[src/sv/running_and_window_average_core_defines.svh]
// ----------------------------------------------------------------------------
// running_and_window_average_core_defines
// Assertion macros shared by the running and window average core.
// ----------------------------------------------------------------------------
`ifndef RUNNING_AND_WINDOW_AVERAGE_CORE_DEFINES_SVH
`define RUNNING_AND_WINDOW_AVERAGE_CORE_DEFINES_SVH

// Same-cycle implication, clocked on clk, off while rst_n is low.
`define RAVG_ASSERT_SAME(lbl, ante, cons, msg) \
  lbl: assert property (@(posedge clk) disable iff (!rst_n) (ante) |-> (cons)) \
    else $error(msg);

// Next-cycle implication, clocked on clk, off while rst_n is low.
`define RAVG_ASSERT_NEXT(lbl, ante, cons, msg) \
  lbl: assert property (@(posedge clk) disable iff (!rst_n) (ante) |=> (cons)) \
    else $error(msg);

`endif

[src/sv/ravg_pkg.sv]
// ----------------------------------------------------------------------------
// ravg_pkg
// Widths and controller/datapath interface types of the average core.
// ----------------------------------------------------------------------------
`default_nettype none

package ravg_pkg;

  localparam int SAMPLE_W = 16;          // Q8.8 sample and mean width
  localparam int CNT_W    = 10;          // sample count and divisor width
  localparam int SUM_W    = 26;          // running sum width
  localparam int QUO_W    = SAMPLE_W;    // quotient magnitude bits
  localparam int STEP_W   = $clog2(QUO_W);

  // Commands from the controller to the datapath
  typedef struct packed {
    logic take;      // transaction accepted: update count, sum, window
    logic div_go;    // start the running sum / count division
    logic ovr_zero;  // clear both means (no samples stored)
    logic ovr_load;  // load overall mean from the divider
    logic rec_copy;  // load recent mean from the same quotient
    logic rec_load;  // load recent mean from the window reciprocal product
    logic out_load;  // move the result into the output register
  } ravg_cmd_t;

  // Status from the datapath to the controller
  typedef struct packed {
    logic cnt_zero;   // no samples stored
    logic below_win;  // fewer than WINDOW samples stored
    logic div_done;   // quotient ready
    logic out_free;   // output register can take a result
  } ravg_sts_t;

endpackage

`default_nettype wire

[src/sv/running_and_window_average_core.sv]
// ----------------------------------------------------------------------------
// running_and_window_average_core
// The overall mean is the running sum over count from the 16-step
//   divider; the window mean is a constant reciprocal product that settles
//   while that division runs. A ready result waits while the previous one is
//   still held by out_stall, and no new sample is taken until it has moved
//   into the output register.
// Reset (rst_n low, synchronous): count, sum and window clear to zero, no
//   result is pending and the core is ready for a new sample.
// ----------------------------------------------------------------------------
`default_nettype none

module running_and_window_average_core
  import ravg_pkg::*;
#(
  parameter int CAPACITY = 512,  // samples stored before rejecting (5..1023)
  parameter int WINDOW   = 5     // length of the recent-sample window (2..16)
) (
  input  wire logic                        clk,
  input  wire logic                        rst_n,
  // input channel: one Q8.8 temperature per transaction
  input  wire logic                        in_valid,
  output logic                             in_stall,
  input  wire logic signed [SAMPLE_W-1:0]  in_sample,
  // result channel: one transaction per input transaction
  output logic                             out_valid,
  input  wire logic                        out_stall,
  output logic                             out_accepted,
  output logic        [CNT_W-1:0]          out_sample_total,
  output logic signed [SAMPLE_W-1:0]       out_overall_mean,
  output logic signed [SAMPLE_W-1:0]       out_recent_mean
);

  // The controller walks each transaction through: update state on accept,
  // divide running sum by count, load the window mean from its reciprocal
  // product (or copy the overall mean while the window is still filling),
  // and finally park the result in the output register.
  // A new sample is taken while the previous result still waits there.
  ravg_cmd_t cmd;
  ravg_sts_t sts;

  ravg_ctrl u_ctrl (
    .clk      (clk),
    .rst_n    (rst_n),
    .in_valid (in_valid),
    .in_stall (in_stall),
    .sts      (sts),
    .cmd      (cmd)
  );

  // The datapath holds the count, running sum, window ring with its
  // running window sum, the divider, the reciprocal product and the
  // output register.
  ravg_dp #(
    .CAPACITY (CAPACITY),
    .WINDOW   (WINDOW)
  ) u_dp (
    .clk              (clk),
    .rst_n            (rst_n),
    .cmd              (cmd),
    .sts              (sts),
    .in_sample        (in_sample),
    .out_valid        (out_valid),
    .out_stall        (out_stall),
    .out_accepted     (out_accepted),
    .out_sample_total (out_sample_total),
    .out_overall_mean (out_overall_mean),
    .out_recent_mean  (out_recent_mean)
  );

endmodule

`default_nettype wire

[src/sv/ravg_div.sv]
// ----------------------------------------------------------------------------
// ravg_div
// Restoring signed divider, one quotient bit per cycle, truncating to zero.
// ----------------------------------------------------------------------------
`default_nettype none
`include "running_and_window_average_core_defines.svh"

module ravg_div
  import ravg_pkg::*;
(
  input  wire logic                      clk,
  input  wire logic                      rst_n,
  input  wire logic                      go,
  input  wire logic signed [SUM_W-1:0]   dividend,
  input  wire logic        [CNT_W-1:0]   divisor,
  output logic                           done,
  output logic signed [QUO_W-1:0]        quotient
);

  // The quotient magnitude always fits QUO_W bits (a mean of samples), so
  // the upper dividend bits start out below the divisor.
  logic              busy_r, busy_nxt;
  logic              done_r, done_nxt;
  logic              neg_r, neg_nxt;
  logic [STEP_W-1:0] step_r, step_nxt;
  logic [CNT_W-1:0]  dvs_r, dvs_nxt;
  logic [CNT_W-1:0]  rem_r, rem_nxt;
  logic [QUO_W-1:0]  quo_r, quo_nxt;

  logic [SUM_W-1:0]  mag;
  logic [CNT_W:0]    trial;
  logic [CNT_W:0]    diff;
  logic              fits;

  assign mag   = dividend[SUM_W-1] ? (~dividend + 1'b1) : dividend;
  assign trial = {rem_r, quo_r[QUO_W-1]};
  assign diff  = trial - {1'b0, dvs_r};
  assign fits  = (trial >= {1'b0, dvs_r});

  always_comb begin
    busy_nxt = busy_r;
    done_nxt = 1'b0;
    neg_nxt  = neg_r;
    step_nxt = step_r;
    dvs_nxt  = dvs_r;
    rem_nxt  = rem_r;
    quo_nxt  = quo_r;
    if (go) begin
      busy_nxt = 1'b1;
      neg_nxt  = dividend[SUM_W-1];
      step_nxt = STEP_W'(QUO_W - 1);
      dvs_nxt  = divisor;
      rem_nxt  = mag[SUM_W-1 -: CNT_W];
      quo_nxt  = mag[QUO_W-1:0];
    end else if (busy_r) begin
      rem_nxt = fits ? diff[CNT_W-1:0] : trial[CNT_W-1:0];
      quo_nxt = {quo_r[QUO_W-2:0], fits};
      if (step_r == '0) begin
        busy_nxt = 1'b0;
        done_nxt = 1'b1;
      end else begin
        step_nxt = step_r - 1'b1;
      end
    end
  end

  always_ff @(posedge clk) begin
    if (!rst_n) begin
      busy_r <= 1'b0;
      done_r <= 1'b0;
    end else begin
      busy_r <= busy_nxt;
      done_r <= done_nxt;
    end
    neg_r  <= neg_nxt;
    step_r <= step_nxt;
    dvs_r  <= dvs_nxt;
    rem_r  <= rem_nxt;
    quo_r  <= quo_nxt;
  end

  assign done     = done_r;
  assign quotient = neg_r ? $signed(~quo_r + 1'b1) : $signed(quo_r);

  `RAVG_ASSERT_SAME(a_done_idle, done_r, !busy_r, "divider done while still busy")
  `RAVG_ASSERT_NEXT(a_go_busy, go, busy_r, "divider did not start on go")

endmodule

`default_nettype wire

[src/sv/ravg_dp.sv]
// ----------------------------------------------------------------------------
// ravg_dp
// Count, running sum, sample window, divider and output register.
// ----------------------------------------------------------------------------
`default_nettype none
`include "running_and_window_average_core_defines.svh"

module ravg_dp
  import ravg_pkg::*;
#(
  parameter int CAPACITY = 512,
  parameter int WINDOW   = 5
) (
  input  wire logic                        clk,
  input  wire logic                        rst_n,
  input  wire ravg_cmd_t                   cmd,
  output ravg_sts_t                        sts,
  input  wire logic signed [SAMPLE_W-1:0]  in_sample,
  output logic                             out_valid,
  input  wire logic                        out_stall,
  output logic                             out_accepted,
  output logic        [CNT_W-1:0]          out_sample_total,
  output logic signed [SAMPLE_W-1:0]       out_overall_mean,
  output logic signed [SAMPLE_W-1:0]       out_recent_mean
);

  localparam int PTR_W  = $clog2(WINDOW);
  localparam int WSUM_W = SAMPLE_W + $clog2(WINDOW);
  // Window mean by reciprocal: floor(n * RCP_M / 2^RCP_K) equals
  // floor(n / WINDOW) for every magnitude n below 2^WSUM_W.
  localparam int RCP_K  = WSUM_W + $clog2(WINDOW);
  localparam int RCP_W  = WSUM_W + 2;
  localparam int PROD_W = WSUM_W + RCP_W;
  localparam logic [RCP_W-1:0] RCP_M =
    RCP_W'(((64'd1 << RCP_K) + 64'(WINDOW - 1)) / 64'(WINDOW));

  logic [CNT_W-1:0]               cnt_r, cnt_nxt;
  logic signed [SUM_W-1:0]        sum_r, sum_nxt;
  logic signed [WSUM_W-1:0]       wsum_r, wsum_nxt;
  logic [PTR_W-1:0]               wptr_r, wptr_nxt;
  logic signed [SAMPLE_W-1:0]     win_r [WINDOW];
  logic                           acc_r, acc_nxt;
  logic signed [SAMPLE_W-1:0]     ovr_r, ovr_nxt;
  logic signed [SAMPLE_W-1:0]     rec_r, rec_nxt;
  logic                           ov_r, ov_nxt;
  logic                           oacc_r;
  logic [CNT_W-1:0]               ocnt_r;
  logic signed [SAMPLE_W-1:0]     oovr_r, orec_r;
  logic [WSUM_W-1:0]              wmag_r;
  logic                           wneg_r;
  logic [PROD_W-1:0]              wprod_r;
  logic                           wpneg_r;

  logic                           room;
  logic                           store;
  logic                           full_take;
  logic                           div_done;
  logic signed [SAMPLE_W-1:0]     div_q;
  logic [SAMPLE_W-1:0]            wquo;
  logic signed [SAMPLE_W-1:0]     win_q;

  assign room      = (cnt_r < CNT_W'(CAPACITY));
  assign store     = cmd.take && room;
  assign full_take = cmd.take && !room;

  always_comb begin
    cnt_nxt  = cnt_r;
    sum_nxt  = sum_r;
    wsum_nxt = wsum_r;
    wptr_nxt = wptr_r;
    acc_nxt  = acc_r;
    if (cmd.take) begin
      acc_nxt = room;
    end
    if (store) begin
      cnt_nxt  = cnt_r + 1'b1;
      sum_nxt  = sum_r + SUM_W'(in_sample);
      wsum_nxt = wsum_r + WSUM_W'(in_sample) - WSUM_W'(win_r[wptr_r]);
      wptr_nxt = (wptr_r == PTR_W'(WINDOW - 1)) ? '0 : wptr_r + 1'b1;
    end
  end

  always_ff @(posedge clk) begin
    if (!rst_n) begin
      cnt_r  <= '0;
      sum_r  <= '0;
      wsum_r <= '0;
      wptr_r <= '0;
      for (int i = 0; i < WINDOW; i++) begin
        win_r[i] <= '0;
      end
    end else begin
      cnt_r  <= cnt_nxt;
      sum_r  <= sum_nxt;
      wsum_r <= wsum_nxt;
      wptr_r <= wptr_nxt;
      if (store) begin
        win_r[wptr_r] <= in_sample;
      end
    end
    acc_r <= acc_nxt;
  end

  // Divider: running sum over count for the overall mean.
  ravg_div u_div (
    .clk      (clk),
    .rst_n    (rst_n),
    .go       (cmd.div_go),
    .dividend (sum_r),
    .divisor  (cnt_r),
    .done     (div_done),
    .quotient (div_q)
  );

  // Window mean: magnitude, then a registered 19 x 21 bit constant product;
  // both stages settle long before the division above finishes.
  always_ff @(posedge clk) begin
    wneg_r  <= wsum_r[WSUM_W-1];
    wmag_r  <= wsum_r[WSUM_W-1] ? WSUM_W'(~wsum_r + 1'b1) : $unsigned(wsum_r);
    wpneg_r <= wneg_r;
    wprod_r <= PROD_W'(wmag_r) * PROD_W'(RCP_M);
  end

  assign wquo  = wprod_r[RCP_K +: SAMPLE_W];
  assign win_q = wpneg_r ? $signed(~wquo + 1'b1) : $signed(wquo);

  always_comb begin
    ovr_nxt = ovr_r;
    rec_nxt = rec_r;
    if (cmd.ovr_zero) begin
      ovr_nxt = '0;
      rec_nxt = '0;
    end
    if (cmd.ovr_load) begin
      ovr_nxt = div_q;
    end
    if (cmd.rec_copy) begin
      rec_nxt = div_q;
    end
    if (cmd.rec_load) begin
      rec_nxt = win_q;
    end
  end

  always_ff @(posedge clk) begin
    ovr_r <= ovr_nxt;
    rec_r <= rec_nxt;
  end

  // Output register
  assign sts.out_free  = !ov_r || !out_stall;
  assign sts.cnt_zero  = (cnt_r == '0);
  assign sts.below_win = (cnt_r < CNT_W'(WINDOW));
  assign sts.div_done  = div_done;

  always_comb begin
    ov_nxt = ov_r;
    if (ov_r && !out_stall) begin
      ov_nxt = 1'b0;
    end
    if (cmd.out_load) begin
      ov_nxt = 1'b1;
    end
  end

  always_ff @(posedge clk) begin
    if (!rst_n) begin
      ov_r <= 1'b0;
    end else begin
      ov_r <= ov_nxt;
    end
    if (cmd.out_load) begin
      oacc_r <= acc_r;
      ocnt_r <= cnt_r;
      oovr_r <= ovr_r;
      orec_r <= rec_r;
    end
  end

  assign out_valid        = ov_r;
  assign out_accepted     = oacc_r;
  assign out_sample_total = ocnt_r;
  assign out_overall_mean = oovr_r;
  assign out_recent_mean  = orec_r;

  `RAVG_ASSERT_SAME(a_cnt_cap, 1'b1, cnt_r <= CNT_W'(CAPACITY), "count above capacity")
  `RAVG_ASSERT_NEXT(a_full_hold, full_take, $stable(cnt_r) && $stable(sum_r), "reject moved state")
  `RAVG_ASSERT_SAME(a_load_free, cmd.out_load, sts.out_free, "pending result overwritten")

endmodule

`default_nettype wire

[src/sv/ravg_ctrl.sv]
// ----------------------------------------------------------------------------
// ravg_ctrl
// Sequencer: accept, run the division, hand the result to the output.
// ----------------------------------------------------------------------------
`default_nettype none
`include "running_and_window_average_core_defines.svh"

module ravg_ctrl
  import ravg_pkg::*;
(
  input  wire logic       clk,
  input  wire logic       rst_n,
  input  wire logic       in_valid,
  output logic            in_stall,
  input  wire ravg_sts_t  sts,
  output ravg_cmd_t       cmd
);

  typedef enum logic [3:0] {
    S_IDLE    = 4'b0001,
    S_LAUNCH  = 4'b0010,
    S_DIV_OVR = 4'b0100,
    S_EMIT    = 4'b1000
  } ravg_state_t;

  ravg_state_t state_r, state_nxt;

  always_comb begin
    state_nxt = state_r;
    cmd       = '0;
    in_stall  = 1'b1;
    case (state_r)
      S_IDLE: begin
        in_stall = 1'b0;
        if (in_valid) begin
          cmd.take  = 1'b1;
          state_nxt = S_LAUNCH;
        end
      end
      S_LAUNCH: begin
        if (sts.cnt_zero) begin
          cmd.ovr_zero = 1'b1;
          state_nxt    = S_EMIT;
        end else begin
          cmd.div_go = 1'b1;
          state_nxt  = S_DIV_OVR;
        end
      end
      S_DIV_OVR: begin
        if (sts.div_done) begin
          cmd.ovr_load = 1'b1;
          if (sts.below_win) begin
            cmd.rec_copy = 1'b1;
          end else begin
            cmd.rec_load = 1'b1;
          end
          state_nxt = S_EMIT;
        end
      end
      S_EMIT: begin
        if (sts.out_free) begin
          cmd.out_load = 1'b1;
          state_nxt    = S_IDLE;
        end
      end
      default: begin
        state_nxt = S_IDLE;
      end
    endcase
  end

  always_ff @(posedge clk) begin
    if (!rst_n) begin
      state_r <= S_IDLE;
    end else begin
      state_r <= state_nxt;
    end
  end

  `RAVG_ASSERT_SAME(a_done_state, sts.div_done, state_r == S_DIV_OVR, "stray quotient")

endmodule

`default_nettype wire

[config.mk]
export PLATFORM = sky130hd
export DESIGN_NAME = running_and_window_average_core
export DESIGN_NICKNAME = d
export VERILOG_FILES = /design/src/sv/ravg_pkg.sv /design/src/sv/running_and_window_average_core.sv /design/src/sv/ravg_div.sv /design/src/sv/ravg_dp.sv /design/src/sv/ravg_ctrl.sv
export VERILOG_INCLUDE_DIRS = /design/src /design/src/sv
export SDC_FILE = /design/constraint.sdc
export NUM_CORES = 1
export LEC_CHECK = 0
export BUFFER_PORTS_ARGS = -buffer_cell sky130_fd_sc_hd__buf_2
export CORE_MARGIN = 1.5
export CORE_UTILIZATION = 65
export CTS_BUF_LIST = sky130_fd_sc_hd__clkbuf_8
export CTS_CLUSTER_DIAMETER = 200
export DETAILED_ROUTE_END_ITERATION = 10
export GPL_ROUTABILITY_DRIVEN = 0
export PLACE_DENSITY = 0.88
export SKIP_CTS_REPAIR_TIMING = 1
export SLEW_MARGIN = 10
export SYNTH_ARGS = -nofsm -noshare
export SYNTH_HDL_FRONTEND = slang
export SYNTH_HIERARCHICAL = 1
export SYNTH_SLANG_ARGS = --single-unit
[constraint.sdc]
create_clock -name clk -period 17 [get_ports clk]
set_input_delay 2.55 -clock clk [delete_from_list [all_inputs] [get_ports clk]]
set_output_delay 2.55 -clock clk [all_outputs]
set_load 0.01 [all_outputs]
Word level (Yosys, flattened, before mapping)
Memories as Yosys holds them, arrays and structs flattened. A register that Yosys moved wholly into a read port is not among the register bits.
Index checks and enable logic that the tools add are counted.
{ "word_totals": {"register_bits": 241, "latch_bits": 0, "ram_bits": 80, "romBits": 0, "in_bits": 20, "out_inout_bits": 45, "word_cells": 117, "n_memories": 1} }
{ "classes": {"add_sub_neg": 11, "n_mul": 1, "div": 0, "magnitude_cmp": 3, "eq_ne": 8, "n_shift": 0, "muxes": 46, "bitwise_logic": 7, "n_reduce_logical": 15} }
{ "mem_list": {"columns": ["name", "words", "word_bits", "read_ports", "rd_clocked_by_memory_dff", "write_ports", "line_no", "source"], "rows": [
  ["u_dp.win_r", 5, 16, 1, 1, 5, "ravg_dp.sv:41", "logic signed [SAMPLE_W-1:0] win_r [WINDOW];"]
]} }
{ "ops": {"columns": ["operator", "n"], "rows": [
  ["$mux W16", 9],
  ["$mul A19 B20 Y38 const B", 1],
  ["$add A16 B1 Y16 const B", 2],
  ["$not A16 Y16", 2],
  ["$mux W10", 3],
  ["$add A26 B1 Y26 const B", 1],
  ["$add A26 B16 Y26", 1],
  ["$mux W26", 1],
  ["$not A26 Y26", 1],
  ["$mux W1", 20],
  ["$add A19 B1 Y19 const B", 1],
  ["$add A19 B16 Y19", 1],
  ["$not A19 Y19", 1],
  ["$sub A19 B16 Y19", 1],
  ["$mux W18", 1],
  ["$mux W3", 6],
  ["$mux W4", 4],
  ["$pmux W4 S4", 1],
  ["$reduce_or A16 Y1", 1],
  ["$ge A11 B10 Y1", 1],
  ["$add A10 B1 Y10 const B", 1],
  ["$logic_not A10 Y1", 1],
  ["$lt A10 B10 Y1 const B", 1],
  ["$lt A10 B3 Y1 const B", 1],
  ["21 further kinds", 28]
]} }

Longest topological paths before layout
Gate-level depths: netlist of run 1.
{ "depth": {"ltp_word": 8, "mapped_depth": 22, "mapped_depth_nobuf": 22} }

By module
The synthesis of run 1 kept the hierarchy.
{ "by_module_without_submodules": {"columns": ["module", "instances", "cells_each", "area_per_inst_um2", "seq_area_each_um2"], "rows": [
  ["ravg_dp", 1, 1786, 19945.4, 8107.8],
  ["ravg_div", 1, 317, 3026.7, 1231.2],
  ["ravg_ctrl", 1, 36, 310.3, 80.1]
]} }

Least setup slack after synthesis of run 1
OpenSTA, ideal clock, no wires.
{ "synth_path": {"path_kind": "input port to flip-flop", "from": "input port out_stall", "to": "register u_dp.oacc_r, in the netlist u_dp/out_accepted, enable pin", "setup_time_ns": 0.499, "arrival_time_ns": 5.689, "required_time_ns": 16.501, "setup_slack_ns": 10.812, "cell_stages": 3, "path_buffers": 0, "path_cell_list": "nand2_1 > nand3b_1 > nor3_1"} }
{ "synth_lines": {"columns": ["element", "line_no", "source"], "rows": [
  ["from (decl)", "running_and_window_average_core.sv:27", "input wire logic out_stall,"],
  ["to (signal assigned)", "ravg_dp.sv:173", "oacc_r <= acc_r;"],
  ["to (decl)", "ravg_dp.sv:46", "logic oacc_r;"]
]} }

Worst setup path after layout of run 1
{ "layout_path": {"from": "register u_dp.wmag_r[8]", "to": "register u_dp.wprod_r[30]"} }
{ "layout_via": {"elab_chain_cells": 1} }
{ "layout_lines": {"columns": ["element", "line_no", "source"], "rows": [
  ["from (decl)", "ravg_dp.sv:49", "logic [WSUM_W-1:0] wmag_r;"],
  ["from (signal assigned)", "ravg_dp.sv:119", "wmag_r <= wsum_r[WSUM_W-1] ? WSUM_W'(~wsum_r + 1'b1) : $unsigned(wsum_r);"],
  ["$mul A19 B20 Y38", "ravg_dp.sv:121", "wprod_r <= PROD_W'(wmag_r) * PROD_W'(RCP_M);"],
  ["to (signal assigned)", "ravg_dp.sv:121", null],
  ["to (decl)", "ravg_dp.sv:51", "logic [PROD_W-1:0] wprod_r;"]
]} }
No other way between the ends.
A chain may end at the register's enable or synchronous reset.

==> flow_results.org, run 1 <==
** Yosys
- Averaged over all synthesized cells, the footprint is 10.9 sq um.
- In this run, synthesis produced a sequential element count of 350.
- The cell area that synthesis handed to floorplanning was 23300 sq um.
- After synthesis, the cell types taking the most area are sky130_fd_sc_hd__edfxtp_1, sky130_fd_sc_hd__ha_1, sky130_fd_sc_hd__fa_1.
- Most common library cells after synthesis :: sky130_fd_sc_hd__inv_1, sky130_fd_sc_hd__edfxtp_1, sky130_fd_sc_hd__ha_1
- Post-synthesis xor/xnor area fraction :: 4.74%
- Warnings from Yosys :: 6
- Of the post-synthesis cell area, the dominant cell type holds 31.1%.
- Area leader, netlist :: sky130_fd_sc_hd__edfxtp_1
- After synthesis, the netlist uses 85 different library cells.
- EDFF count, synth :: 241
- After synthesis, the largest family of logic cells by area is adder cells.
- Sequential cell area fraction in the yosys report :: 40.5%
- After technology mapping, the gate count stands at 2139.
- In the post-synthesis netlist, the cell with the most instances is sky130_fd_sc_hd__inv_1.
- Of all flip-flops after synthesis, the portion carrying an async set or reset was 0%.
- Adder-cell share of the synthesized area :: 20.8%
- Synthesis produced a netlist with a net count of 2475.
- Among all flip-flop cells after synthesis, the most frequent one is sky130_fd_sc_hd__edfxtp_1.
- Fraction of the mapped netlist area in compound gates :: 10.6%
- After Yosys synthesis, and, or, nand and nor cells account for 12.1% of the synthesized area.
- Proportion of synthesized area in mux cells :: 4.69%

** Drt
- Vias after detailed routing :: 16700
- The detailed router finished its first iteration with 1519 violations.
- Sum of routed wire length over all layers :: 53200 um
- Routed metal-1 wire length :: 21200 um
- The routed design uses 26100 um of met2 wire.
- In the final routed layout, each cell accounts on average for 19.6 um.
- Drt via density :: 6.19
- Routed Antenna Nets :: 0
- Number of remaining DRC errors :: 0
- Wire length on met3 :: 4100 um
- The first detailed-routing pass ran for 5 iterations.
- Top layer reached by signal wires :: met4

** Clock network
- Buffers inserted during clock tree synthesis total 58.
- Cell at the root of the clock tree :: sky130_fd_sc_hd__clkbuf_8
- TritonCTS built the clock tree.
- Sink Count :: 350
- CTS clock-pin slew for the worst setup and hold paths :: 60 ps
- Counting along the longest clock path gives a buffer depth of 3.
- H-tree levels :: 2
- Insertion delay of the later-clocked pin in the worst-skew pair :: 630 ps

** STA
- Final clock period utilization by the worst path :: 36.6%
- Worst hold margin :: 327 ps
- The routed design could run at a clock period as short as 6220 ps.
- At the pin with the least slew margin, the transition time is 1170 ps.
- Across the routed clock network, the largest skew measured is 40.6 ps.
- The final hold violation count is 0.
- The count of pins over their slew limit came to 0.
- Endpoints failing setup :: 0
- Adding up every negative setup slack in the final design gives 0 ps.
- Unrepaired setup endpoints after global routing :: no
- Slew headroom :: 22.0%
- Max Freq :: 161 MHz

** Floorplan
- The floorplan step set the die height to 192 um.
- Area of the core :: 35400 sq um
- The initial utilization of the core area, before any placement, comes to 65.8%.
- During I/O placement, the number of pins put on the boundary was 65.
- Chip width :: 192 um
- Number of cell rows :: 69
- Die area :: 37000 sq um

** Placement
- Detailed placement finished with a half-perimeter wire length of 38900 um.
- Number of port buffers :: 64

** GRT
- First-pass GRT wire length :: 85100 um
- Gr ovfl total :: 0
- Vias in the first global route :: 16800
- Largest net degree at the start of global routing :: 60
- The initial antenna violation count is 0.
- Across every metal layer, demand over resource in global routing totals 29.4%.

** Worst setup path
- Ordered list of cells on the worst path :: inv_1, ha_1, fa_1, inv_1, fa_1, inv_1, fa_1, inv_1, fa_1, inv_1, fa_1, inv_1, ha_1, a31o_2, a221oi_2, nand2b_1, o32ai_1, a311oi_2, o21ai_2, a21oi_1, xnor2_1
- Critical-path cell with the highest stage delay :: sky130_fd_sc_hd__fa_1
- The worst setup path is launched from a flip-flop.
- Setup slack of the most critical reg-to-reg path :: 10780 ps
- Along the worst path, the maximum fanout reaches 5.
- Start-to-end type of the worst setup path :: reg -> reg
- Data required time of the worst path :: 17520 ps
- The worst setup path is captured at a flip-flop.
- Arrival time reported for the critical path endpoint :: 6740 ps
- Worst path max stage delay :: 620 ps
- Counting stages on the worst path, the most repeated cell is sky130_fd_sc_hd__inv_1.

** Finish
- The repair_antennas step left the layout with diodes totalling 0.
- Layout overhead on the synthesized area :: 8.85%
- Fraction of layout cells with a size suffix above 1 :: 12.0%
- Total Nets Final :: 2532

** Outcome
- The run finished with clean final reports.

** Min path
- The worst hold path belongs to the class reg -> reg.

** Job
- The tool flagged a number of max-cap violations equal to 0.
-- sequential cells by signal (all words and copies together), names as in the netlist, 3 cells and up, named ones only --
signal,count
u_dp/u_div/quo_r,16
u_dp/u_div/rem_r,10
u_dp/out_overall_mean,16
u_dp/win_r,128
u_dp/out_recent_mean,16
u_dp/wprod_r,16
u_dp/out_sample_total,10
u_dp/wsum_r,19
u_dp/wmag_r,19
u_dp/wptr_r,3
u_ctrl/state_r,4
u_dp/cnt_r,10
u_dp/rec_r,16
u_dp/ovr_r,16
u_dp/u_div/dvs_r,10
u_dp/sum_r,26
u_dp/u_div/step_r,4
-- cells by family after synthesis --
kind of cell,count (synthesis)
AOI/OAI and AO/OA,365
xor gates and xnor gates,126
adders and majority gates,316
buffers and inverters,390
DFF,350
muxes,67
and+or+nand+nor,525
-- critical path, delay by kind of cell (launching register included) --
kind / cells / cell delay, ps
buf+inv: 6 / 410
simple gates: 1 / 160
fa+ha+maj: 7 / 3440
xor+xnor: 1 / 150
compound gates: 6 / 1550
flops: 1 / 400
-- cells in the final DEF (no fill, tap or decap), types with 14 or more instances in the layout --
cell                       Yosys  final
sky130_fd_sc_hd__and3_1       16     16
sky130_fd_sc_hd__ha_1        198    198
sky130_fd_sc_hd__nor2_1       69     69
sky130_fd_sc_hd__buf_4         3     19
sky130_fd_sc_hd__nand3_1      42     42
sky130_fd_sc_hd__inv_1       303    315
sky130_fd_sc_hd__and2_1       66     66
sky130_fd_sc_hd__nor4_1       69     67
sky130_fd_sc_hd__nand2_1     122    121
sky130_fd_sc_hd__a21o_1       29     29
sky130_fd_sc_hd__clkbuf_8      0     64
sky130_fd_sc_hd__xnor2_1      88     88
sky130_fd_sc_hd__fa_1        118    118
sky130_fd_sc_hd__mux4_2       32     32
sky130_fd_sc_hd__buf_2         7     64
sky130_fd_sc_hd__mux2i_1      18     18
sky130_fd_sc_hd__o21ai_0      78     78
sky130_fd_sc_hd__or3_1        14     14
sky130_fd_sc_hd__a22o_1       17     17
sky130_fd_sc_hd__mux2_2       17     17
sky130_fd_sc_hd__nand4_1      16     16
sky130_fd_sc_hd__a21oi_1      88     88
sky130_fd_sc_hd__nor3_1       20     19
sky130_fd_sc_hd__edfxtp_1    241    241
sky130_fd_sc_hd__xor2_1       38     38
sky130_fd_sc_hd__dfxtp_1     109    108
sky130_fd_sc_hd__nand2b_1     24     24
sky130_fd_sc_hd__o31ai_1      24     24
-- worst paths after layout --
check                      start          endpoint  depth (start not counted)
hold / removal       u_dp/wneg_r      u_dp/wpneg_r                          0
setup reg to reg  u_dp/wmag_r[8]  u_dp/wprod_r[30]                         21
hold reg to reg      u_dp/wneg_r      u_dp/wpneg_r                          0
setup / recovery  u_dp/wmag_r[8]  u_dp/wprod_r[30]                         21
-- metrics by stage --
step	cells	util [%]	setup slack, ps	area [sq um]
after floorplan	2139	-	10810	23300
after global placement	2597	67.7	11110	24000
after detailed placement	2597	67.7	10840	24000
after CTS	2707	71.6	10790	25300
after global routing	2707	71.6	10500	25300
final	2707	71.6	10780	25300
-- area by class of cell --
cell class              instances  area (sq um)
multi-input cells            1399         12400
fillers                      2248         10100
clock buffers                  64           881
flip-flops and latches        350          9420
well taps                     461           577
inverters                     304          1140
clock inverters                46           503
repair buffers                 83           463
-- per-layer routing --
metal / GRT usage [%] / vias up
li1: - / 7680
met1: 38.2 / 8146
met2: 50.5 / 781
met3: 4.11 / 142
met4: 10.6 / 0
met5: 0 / -
Power of run 1 is left out: the tool's default activity adds up to more than one toggle a clock period on the data nets, which glitch-free logic cannot reach.
==> run 2: changes to the inputs <==
Clock period 17 ns to 6 ns, I/O delays scaled along.
==> run 2 against run 1 <==
  * Core utilization down 0.49 points
  * Count of clock-buffer cells in the layout down 4
  * First-iteration DRC count up 16%
  * Critical endpoint unchanged
==> flow_results.org, run 2 (synthesized netlist as in run 1, its figures left out) <==
** Outcome
- The flow ran to the end, and the final reports show no timing, DRC or antenna violations.

** GRT
- The wire length of the first global-routing pass was 85700 um (+0.65%).
- Largest net degree at the start of global routing :: 72 (+20%)
- Vias in the first global route :: 16800 (-0.18%)
- Initial antenna violation count :: 0 (unchanged)
- The aggregate global-route resource usage came to 29.8% (+0.34 points).
- The total overflow reported by the global router came to 0 (unchanged).

** Worst setup path
- The critical path is of the reg -> reg type.
- Counting stages on the worst path, the most repeated cell is sky130_fd_sc_hd__inv_1.
- On the critical path the largest part of the delay comes from adder cells.
- The worst setup path is captured at a flip-flop.
- The arrival time of the worst setup path is 6390 ps (-350 ps).
- R2r worst-path depth :: 21 (unchanged)
- The worst register-to-register path begins at u_dp/wmag_r[8].
- Data required time of the worst path :: 6540 ps (-10980 ps)
- Buf/Inv on CP :: 6 (unchanged)
- The worst register-to-register path ends at u_dp/wprod_r[30].
- The delay of the slowest critical-path stage was 560 ps (-60 ps).
- The worst setup slack for register-to-register paths is 150 ps (-10630 ps).
- The signal on the critical path passes through inv_1, ha_4, fa_2, inv_1, fa_1, inv_1, fa_1, inv_1, fa_1, inv_1, fa_1, inv_1, ha_4, a31o_2, a221oi_4, nand2b_4, o32ai_1, a311oi_2, o21ai_2, a21oi_2, xnor2_1.
- The largest individual stage delay along the critical path comes from the cell sky130_fd_sc_hd__fa_1.
- STA classifies the critical path startpoint as a flip-flop.
- The biggest fanout along the worst timing path is 5 (unchanged).

** STA
- Slew @ Worst Pin :: 1100 ps (-63.3 ps)
- Final clock period utilization by the worst path :: 97.5% (+61 points)
- The final setup TNS was 0 ps (unchanged).
- The number of setup violations in the final report was 0 (unchanged).
- Slew headroom :: 26.3% (+4.2 points)
- The timing-limited maximum frequency came to 171 MHz (+6.4%).
- Final Max Tran Viols :: 0 (unchanged)
- The final critical delay including setup and external delays was 5850 ps (-373 ps).
- Layout Skew :: 39.3 ps (-1.23 ps)
- The final hold violation count is 0 (unchanged).

** Floorplan
- Die area :: 37000 sq um (unchanged)
- Number of top-level pins :: 65 (unchanged)
- Chip width :: 192 um (unchanged)
- The y dimension of the die came to 192 um (unchanged).
- Starting density of the core :: 65.8% (unchanged)
- Number of cell rows :: 69 (unchanged)
- Area of the core :: 35400 sq um (unchanged)

** Finish
- Number of flip-flops under the largest register name :: 128 (unchanged)
- Fraction of layout cells with a size suffix above 1 :: 12.0% (-0.029 points)
- The count of inserted antenna diode cells is 0 (unchanged).
- Total Nets Final :: 2532 (unchanged)
- Relative to the synthesized area, the layout overhead comes to 8.11%.
- The number of filler cells placed in the layout was 2306 (+2.6%).
- The library cell used most frequently in the layout, excluding fill and tap cells, is sky130_fd_sc_hd__inv_1.
- In the layout the commonest cells are sky130_fd_sc_hd__inv_1, sky130_fd_sc_hd__edfxtp_1, sky130_fd_sc_hd__ha_1, sky130_fd_sc_hd__nand2_1, sky130_fd_sc_hd__fa_1.
- More flip-flops sit in one register than any other, and that register is u_dp/win_r.
- Top Registers :: u_dp/win_r (128), u_dp/sum_r (26)

** Clock network
- Insertion delay of the later-clocked pin in the worst-skew pair :: 640 ps (about the same)
- Sink Count :: 350 (unchanged)
- Clock tree from TritonCTS :: yes
- The clock-pin slew of the registers on the worst-case setup and hold paths came to 60 ps (about the same).
- The clock tree buffer depth was 3 (unchanged).
- The tree is rooted in a sky130_fd_sc_hd__clkbuf_8.
- The H-tree depth was 2 (unchanged).
- Number of CTS-inserted buffers :: 56 (-3.4%)

** Placement
- Number of port buffers :: 64 (unchanged)
- Estimated wirelength of the detail-placed design :: 39900 um (+2.8%)

** Drt
- Mean routed wirelength per cell :: 20.2 um (+2.8%)
- Initial DRC count :: 1757 (+16%)
- Iteration count of the initial detailed-routing pass :: 6 (+1)
- The number of nets still failing antenna checks after routing was 0 (unchanged).
- The via count came to 16900 (+0.66%).
- The ratio of routed vias to standard cells came to 6.23 (+0.77%).
- The total routed wirelength is 54600 um (+2.7%).
- Number of remaining DRC errors :: 0 (unchanged)

** Min path
- Capture endpoint of the worst hold path :: u_dp/wpneg_r
- HP Class :: reg -> reg
- The worst hold path begins at u_dp/wneg_r.
- Worst Hold Path Cells :: 0 (unchanged)

** Job
- Max Cap Violations :: 0 (unchanged)
-- run 2: changes by cell type in the layout (fill, tap and decap cells not counted), sizes merged --
| cell | delta |
|---|---|
| bufinv | -8 |
| clkinv | -10 |
| buf | +2 |
| clkbuf | -4 |
| inv | +17 |
-- run 2: area by class of cell --
cell class,count,area (sq um),area share (%)
Multi-Input combinational cell,1399,12500,49.5
Sequential cell,350,9430,37.5
Inverter,304,1140,4.53
Clock buffer,60,826,3.28
Tap cell,461,577,2.29
Timing Repair Buffer,85,478,1.90
Clock inverter,45,268,1.06
-- run 2: metrics by stage --
stage / util [%] / hold slack (ps) / setup WS, ps / instance area (sq um) / cells
floorplan: - / 310 / 412 / 23300 / 2139
global placement: 67.7 / 312 / 105 / 24000 / 2596
detailed placement: 67.7 / 315 / -110 / 24000 / 2596
CTS: 70.8 / 329 / -201 / 25000 / 2701
global route: 71.1 / 342 / -25.3 / 25200 / 2704
finish: 71.1 / 328 / 150 / 25200 / 2704
-- run 2: per-layer routing --
layer,track usage (%),share of wire [%],routed length [um]
met1,38.5,39,21200
met2,50.0,49,26800
met3,5.35,8.7,4770
met4,11.4,3.4,1860
met5,0,0,0
-- run 2: worst max path at each step --
| stage | from | end | slack [ps] | cells after the start |
|---|---|---|---|---|
| floorplan | u_dp/wmag_r[8] | u_dp/wprod_r[36] | 410 | 21 |
| global placement | u_dp/wmag_r[8] | u_dp/wprod_r[36] | 100 | 21 |
| detailed placement | u_dp/wmag_r[8] | u_dp/wprod_r[36] | -110 | 21 |
| CTS | u_dp/wmag_r[8] | u_dp/wprod_r[30] | -200 | 21 |
| global route | u_dp/wmag_r[4] | u_dp/wprod_r[30] | -30 | 21 |
| finish | u_dp/wmag_r[8] | u_dp/wprod_r[30] | 150 | 21 |
Power of run 2 is left out for the same reason.
==> run 3: changes to the inputs <==
Settings changed: CORE_UTILIZATION 65 to 35, PLACE_DENSITY 0.88 to 0.55, REMOVE_ABC_BUFFERS set to 1.
==> run 3 against run 2 <==
  * Design area is 2.9% higher
  * Setup slack better by 190 ps
  * First-iteration DRC count is 48% lower
  * Global-route usage is 13 points lower
  * Critical path depth is 1 higher
  * Routed wire length is 0.65% higher
  * Count of clock-buffer cells in the layout is 15 higher
  * Final cell count is 16% higher
  * Maximum frequency is 3.3% higher
  * Clock skew is 2.1 ps lower
  * Sequential cell count stayed put
  * Sequential share of layout area is 1.1 points lower
  * Largest cell class unchanged
==> flow_results.org, run 3 (synthesized netlist as in run 1, its figures left out) <==
** Outcome
- Status :: finished, final reports clean

** GRT
- The aggregate global-route resource usage is 16.5% (-13 points).
- The wire length of the first global-routing pass came to 87800 um (+2.5%).
- The initial antenna violation count is 0 (unchanged).
- The pin count of the biggest net entering global routing was 69 (-4.2%).
- The total overflow reported by the global router came to 0 (unchanged).
- The via count of the first global-routing pass is 16300 (-3.0%).

** Worst setup path
- Kind of end point of the critical path :: flip-flop
- Sort of element at the start of the critical path :: flip-flop
- Critical path peak fanout :: 5 (unchanged)
- The arrival time of the worst setup path came to 6210 ps (-180 ps).
- The critical path is of the reg -> reg type.
- The worst path required time was 6540 ps (about the same).

** Finish
- u_dp/win_r holds more flip-flops than any other register.
- Top Registers :: u_dp/win_r (128), u_dp/sum_r (26)
- Layout overhead on the synthesized area :: 11.3%
- Total Nets Final :: 2546 (+0.55%)
- Area of the multi-input gates :: 12400 sq um (-0.54%)
- The fraction of layout instances using a drive strength above 1 came to 12.5% (+0.52 points).
- Number of flip-flops under the largest register name :: 128 (unchanged)
- Most frequent cells in the layout :: sky130_fd_sc_hd__inv_1, sky130_fd_sc_hd__edfxtp_1, sky130_fd_sc_hd__ha_1, sky130_fd_sc_hd__nand2_1, sky130_fd_sc_hd__fa_1
- Sequential cell area in the final layout :: 9420 sq um (about the same)
- Fill cell count :: 6361 (+180%)
- Leaving out fill and tap cells, the most frequent cell in the layout is sky130_fd_sc_hd__inv_1.

** Placement
- Estimated wirelength of the detail-placed design :: 40200 um (+0.66%)
- The worst slack after detailed placement came to 155 ps (+265 ps).
- Number of port buffers :: 64 (unchanged)

** Floorplan
- The die extent in x came to 261 um (+36%).
- The die footprint was 68100 sq um (+84%).
- The initial cell density of the core was 35.4% (-30 points).
- Area of the core :: 65700 sq um (+86%)
- The y dimension of the die came to 261 um (+36%).
- Number of cell rows :: 94 (+36%)
- Number of top-level pins :: 65 (unchanged)

** Drt
- The via count is 15900 (-5.9%).
- Drt via density :: 5.07 (-19%)
- The total routed wirelength was 55000 um (+0.65%).
- Iteration count of the initial detailed-routing pass :: 5 (-1)
- Routed Antenna Nets :: 0 (unchanged)
- The number of DRC markers after the initial detailed-route iteration came to 908 (-48%).
- The DRC violations left is 0 (unchanged).
- Mean routed wirelength per cell :: 17.6 um (-13%)

** Clock network
- The clock latency on the worst-skew pair was 640 ps (about the same).
- The H-tree depth was 3 (+1).
- Largest buffer count on any clock path :: 3 (unchanged)
- The count of clock tree sinks is 350 (unchanged).
- Number of CTS-inserted buffers :: 66 (+18%)
- Cell at the root of the clock tree :: sky130_fd_sc_hd__clkbuf_8
- Clock tree from TritonCTS :: yes
- The clock-pin slew of the registers on the worst-case setup and hold paths was 50 ps (about the same).

** Job
- Max Cap Violations :: 0 (unchanged)

** STA
- Endpoints failing setup :: 0 (unchanged)
- Post-route setup slack :: 336 ps (+187 ps)
- The count of pins over their slew limit came to 0 (unchanged).
- Slew @ Worst Pin :: 1170 ps (+62.7 ps)
- Crit path time final :: 5660 ps (-187 ps)
- The timing-limited maximum frequency is 177 MHz (+3.3%).
- Final clock period utilization by the worst path :: 94.4% (-3.1 points)
- Slew headroom :: 22.1% (-4.2 points)
- Layout Skew :: 37.2 ps (-2.12 ps)
- The final hold violation count was 0 (unchanged).

** Min path
- The path class of the tightest hold or removal check is reg -> reg.
[run 3: final timing paths]
check                  from                to  slack, ps  cells after the start
max          u_dp/wmag_r[4]  u_dp/wprod_r[37]        340                     22
min             u_dp/wneg_r      u_dp/wpneg_r        340                      0
max reg2reg  u_dp/wmag_r[4]  u_dp/wprod_r[37]        340                     22
min reg2reg     u_dp/wneg_r      u_dp/wpneg_r        340                      0
[run 3: area by class of cell]
| cell class | instances | share of cell area [%] |
|---|---|---|
| well taps | 864 | 4.17 |
| diodes | 1 | 0.00966 |
| inverters | 304 | 4.40 |
| repair buffers | 89 | 1.96 |
| clock buffers | 75 | 3.98 |
| flip-flops and latches | 350 | 36.4 |
| multi-input cells | 1399 | 47.8 |
| clock inverters | 45 | 1.30 |
[run 3: layer usage]
metal,global-route usage (%),share of wire (%),vias up
met2,27.4,47,310
met3,2.52,3.8,83
met1,22.0,47,7765
li1,-,-,7710
met4,5.41,2.5,0
met5,0,0,-
[run 3: per-stage QoR]
step           utilization (%)  instances  area (sq um)  hold slack, ps  setup TNS [ps]
6_report                  39.4       3127         25900             336               0
5_1_grt                   39.4       3126         25900             340           -30.5
4_1_cts                   39.3       3123         25900             329               0
3_5_place_dp              37.2       3003         24500             321               0
3_3_place_gp              37.2       3003         24500             313               0
2_1_floorplan                -       2053         22900             310          -11780
[run 3: worst max-delay path: stages, from the launching register on]
cell and delay [ps]:
sky130_fd_sc_hd__dfxtp_2 340, sky130_fd_sc_hd__ha_1 300, sky130_fd_sc_hd__inv_1 60, sky130_fd_sc_hd__fa_1 560, sky130_fd_sc_hd__inv_1 90, sky130_fd_sc_hd__fa_1 560
sky130_fd_sc_hd__inv_1 60, sky130_fd_sc_hd__fa_1 480, sky130_fd_sc_hd__inv_1 60, sky130_fd_sc_hd__fa_1 530, sky130_fd_sc_hd__inv_1 50, sky130_fd_sc_hd__fa_1 520
sky130_fd_sc_hd__inv_1 40, sky130_fd_sc_hd__ha_1 320, sky130_fd_sc_hd__a31o_2 280, sky130_fd_sc_hd__a221oi_4 290, sky130_fd_sc_hd__nand2b_1 140, sky130_fd_sc_hd__o32ai_1 100
sky130_fd_sc_hd__a311oi_2 190, sky130_fd_sc_hd__buf_4 170, sky130_fd_sc_hd__o21ai_2 80, sky130_fd_sc_hd__a41oi_2 200, sky130_fd_sc_hd__xnor2_1 140
Power of run 3 is left out for the same reason.
